<file path="config.mk">
export PLATFORM = sky130hd
export DESIGN_NAME = cbpe_lerp
export DESIGN_NICKNAME = d
export VERILOG_FILES = /design/src/sv/assert_macros.svh /design/src/sv/cbpe_pkg.sv /design/src/sv/cbpe_lerp.sv
export SDC_FILE = /design/constraint.sdc
export NUM_CORES = 1
export LEC_CHECK = 0
export BUFFER_PORTS_ARGS = -buffer_cell sky130_fd_sc_hd__clkbuf_2
export CAP_MARGIN = 25
export CORE_UTILIZATION = 40
export DETAILED_ROUTE_END_ITERATION = 8
export GPL_TIMING_DRIVEN = 0
export MAX_ROUTING_LAYER = met4
export SETUP_SLACK_MARGIN = 0.4
export SLEW_MARGIN = 20
export SYNTH_ARGS = -nofsm -noshare
export SYNTH_HDL_FRONTEND = slang
export SYNTH_SLANG_ARGS = --single-unit
</file>
<file path="constraint.sdc">
create_clock -name i_clk -period 10.2 [get_ports i_clk]
set_input_delay 2.04 -clock i_clk [delete_from_list [all_inputs] [get_ports i_clk]]
set_output_delay 2.04 -clock i_clk [all_outputs]
set_load 0.01 [all_outputs]
</file>
<file path="src/sv/assert_macros.svh">
// Assertion helpers shared by the RTL.
// ASSERT_AT expects i_clk and i_rst_n in the calling scope; ASSERT_AT_RST only i_clk.
`ifndef ASSERT_MACROS_SVH
`define ASSERT_MACROS_SVH
`ifndef NO_ASSERTIONS
// Checked only while out of reset.
`define ASSERT_AT(lbl, prop, msg) \
    lbl: assert property (@(posedge i_clk) disable iff (!i_rst_n) prop) else $error(msg);
// Checked during reset too.
`define ASSERT_AT_RST(lbl, prop, msg) \
    lbl: assert property (@(posedge i_clk) prop) else $error(msg);
`else
`define ASSERT_AT(lbl, prop, msg)
`define ASSERT_AT_RST(lbl, prop, msg)
`endif
`endif

</file>
<file path="src/sv/cbpe_pkg.sv">
package cbpe_pkg;

    localparam int COORD_W   = 16;
    localparam int T_W       = 17;
    localparam int FRAC_BITS = 16;
    localparam int DIFF_W    = COORD_W + 1;
    localparam int PROD_W    = DIFF_W + T_W + 1;
    localparam int NUM_REGS  = 8;
    localparam int CFG_IDX_W = 4;
    localparam int DEPTH     = 7;   // pipeline stages, input register included

    typedef logic signed [COORD_W-1:0] t_coord;
    typedef logic [T_W-1:0]            t_tparam;
    typedef logic signed [PROD_W-1:0]  t_prod;

    localparam t_tparam T_ONE    = t_tparam'(1 << FRAC_BITS);
    localparam t_prod   RND_HALF = t_prod'(1 << (FRAC_BITS - 1));

    typedef t_coord t_ctrl_arr [NUM_REGS];

    // control point defaults: p0 (-200,-200), p1 (-200,200), p2 (200,200), p3 (200,-200)
    localparam t_ctrl_arr CTRL_RESET = '{
        -16'sd3200, -16'sd3200,
        -16'sd3200,  16'sd3200,
         16'sd3200,  16'sd3200,
         16'sd3200, -16'sd3200
    };

endpackage

</file>
<file path="src/sv/cbpe_lerp.sv">
// y = a + floor(((b - a) * t + half) / 2^16), two register stages.
module cbpe_lerp (
    input  logic              i_clk,
    input  logic              i_en,
    input  cbpe_pkg::t_coord  i_a,
    input  cbpe_pkg::t_coord  i_b,
    input  cbpe_pkg::t_tparam i_t,
    output cbpe_pkg::t_coord  o_y
);

    logic signed [cbpe_pkg::DIFF_W-1:0] w_diff;
    cbpe_pkg::t_prod                    n_prod;
    cbpe_pkg::t_prod                    r_prod;
    cbpe_pkg::t_coord                   r_a;
    cbpe_pkg::t_prod                    w_rnd;
    cbpe_pkg::t_coord                   n_y;
    cbpe_pkg::t_coord                   r_y;

    assign w_diff = $signed({i_b[cbpe_pkg::COORD_W-1], i_b})
                  - $signed({i_a[cbpe_pkg::COORD_W-1], i_a});
    assign n_prod = cbpe_pkg::t_prod'(w_diff * $signed({1'b0, i_t}));

    // arithmetic shift gives floor; the sum fits 16 bits since it stays between a and b
    assign w_rnd = (r_prod + cbpe_pkg::RND_HALF) >>> cbpe_pkg::FRAC_BITS;
    assign n_y   = cbpe_pkg::t_coord'(r_a + w_rnd[cbpe_pkg::COORD_W-1:0]);

    always_ff @(posedge i_clk) begin
        if (i_en) begin
            r_prod <= n_prod;
            r_a    <= i_a;
            r_y    <= n_y;
        end
    end

    assign o_y = r_y;

endmodule
</file>
==> flow_summary.ini <==
[outcome]
outcome = completed

[timing]
maxSlewHeadroom_pct = 54.24
layout_setup_ws_ps = 564.4
finalMaxSlewViolations = 0
period_minus_slack_ps = 9636
finalHoldViolCount = 0
finClkSkew_ps = 3.303
tightest_slew_ps = 683.0
rsz0062_at_grt = yes
fmax_ghz = 0.1038
finalSetupViolations = 0
post-route-period-util_pct = 94.47

[global_route]
gr-usage-met1_pct = 27.18
grt.busiest_layer = met2
use_met3_pct = 1.589
gr-usage-all-layers_pct = 20.03
grt_pass1_wl_um = 47290
grt_pass1_vias = 9145
grt_max_degree = 50
grt_antenna_before_repair = 0
grt_overflow = 0
use_met2_pct = 33.20

[setup_path]
crit_type = input port to flop
cp_common_cell = fa_1
crit_slowest_cell = fa_1
crit_required_ps = 10240
cp_max_fo = 6
crit_arrival_ps = 9670
slowest_delay_ps = 570
crit_path_end_kind = flop
critPathLaunchType = input port

[place]
place_hpwl_um = 24220
pre_cts_ws_ps = -679.0
routabilityCongestion = 0.8893
io_buffers = 66
dp.cells = 1761
placed_area_sq_um = 13060

[logic_synthesis]
yosys.cell_types.count = 53
postSynthCellCount = 1302
synth_flop_cell = edfxtp_1
syn_area_sq_um = 12220
synth_area_leaders = fa_1, ha_1, edfxtp_1, inv_1, and2_1
yosysTopAreaCell = fa_1
synthArstFlopShare_pct = 0
synth_top_area_share_pct = 36.87
synth-seq-cells = 49
synth_edf_count = 49
yosysWarnings = 0
ys_seq_area_share_pct = 12.04
syn_area_per_cell_sq_um = 9.384
synth_common_cells = inv_1, fa_1, nand2_1
syn_nets = 1716
yosysMostFrequentCell = inv_1

[drt]
drt_first_pass_iters = 5
drc = 0
drt_wl_total_um = 28780
ant_nets = 0
wl_per_cell_um = 16.08
first_iter_violations = 448
via_count = 8858
detail_route.vias_per_cell = 4.949

[cells_and_area]
drive_gt1_share_pct = 11.50
final_area_sq_um = 13730
antenna_cells = 0
final_nets = 1813
fin_cells = 1790
synthToLayoutAreaGrowth_pct = 12.37

[clock_network]
cts_hold_buf = 0
cts_tree = built
clockBufferDepth = 2
numCtsBuffers = 5
clock_latency_ps = 280
cts_root_buf = clkbuf_16
clk_pin_slew_worst_paths_ps = 70
cts_sinks = 49
ctsHtreeMaxLevel = 2

[floorplan]
die_w_um = 176.8
io_pins = 67
die_h_um = 176.8
num_rows = 63
core_area_sq_um = 29870
dieArea_sq_um = 31250
initial_core_util_pct = 40.90

[flow_run]
max-cap-violations = 0

[hold_path]
holdCritPathClass = flop to flop
-- area by class of cell --
cell class	instances	area [sq um]
Buffer	34	196.4
Clock buffer	5	125.1
Clock inverter	3	21.27
Fill cell	2893	16150
Inverter	311	1174
Multi-Input combinational cell	908	9716
Sequential cell	49	1471
Tap cell	390	488.0
Timing Repair Buffer	90	538.0
-- final timing paths --
path | endpoint | from | cells after the start | slack [ps]
setup / recovery | r_prod[31] | i_a[1] | 33 | 560
hold / removal | o_y[0] | r_a[0] | 1 | 550
setup reg to reg | o_y[14] | r_prod[15] | 12 | 6460
hold reg to reg | o_y[0] | r_a[0] | 1 | 550
-- critical path: cells and delay by family --
| kind | cells | cell delay, ps |
|---|---|---|
| fa+ha+maj | 8 | 3480 |
| compound gates | 10 | 2340 |
| simple gates | 5 | 740 |
| buf+inv | 7 | 610 |
| xor+xnor | 3 | 460 |
-- layout by cell type, fill, tap and decap left out, types with 5 or more instances in the layout --
cell type	instances
inv_1	305
fa_1	224
nand2_1	153
ha_1	131
and2_1	99
clkbuf_2	68
edfxtp_1	49
xnor2_1	38
nor2_1	36
nor2b_1	34
a21oi_1	25
buf_4	22
clkbuf_1	20
nand3_1	18
nand2b_1	13
a21o_1	13
xor2_1	11
o21a_1	9
xnor2_2	9
o21ai_0	8
nor3_1	6
buf_6	6
and3_1	6
ha_4	6
clkbuf_16	5
-- cell families after synthesis --
kind of cell / Yosys count / share of synthesized area, %
AO/OA/AOI/OAI: 97 / 6.001
XOR/XNOR: 61 / 4.557
adder cells (fa/ha/maj): 363 / 51.00
buffers and inverters: 345 / 10.63
flip-flops: 49 / 12.04
AND/OR/NAND/NOR: 387 / 15.77
-- routing by layer --
layer  vias up  wire length [um]
li1       4157                 -
met5         -                 0
met4         0               465
met3        22              1377
met1      4444             13170
met2       235             13770
-- state kept, by name, summed over array words and instances, names as in the netlist --
name	flops
r_prod	17
o_y	16
r_a	16
-- metrics by stage --
step	utilization (%)	setup TNS [ps]	hold slack [ps]
after global placement	43.64	-3390	557.6
after floorplan	-	0	525.6
after global routing	45.96	0	582.4
after detailed placement	43.73	-3521	543.3
after CTS	45.18	0	559.2
final	45.96	0	554.9
-- repair_timing --
item | CTS | global route
gates resized for setup | 37 | 56
buffers inserted | 12 | 9
endpoints found under the setup margin | 13 | 8
cloned | 0 | 0
pin swaps | 14 | 31
Power is not shown: default switching activity piles up to over one toggle a cycle in this logic, so the estimate is an artifact.
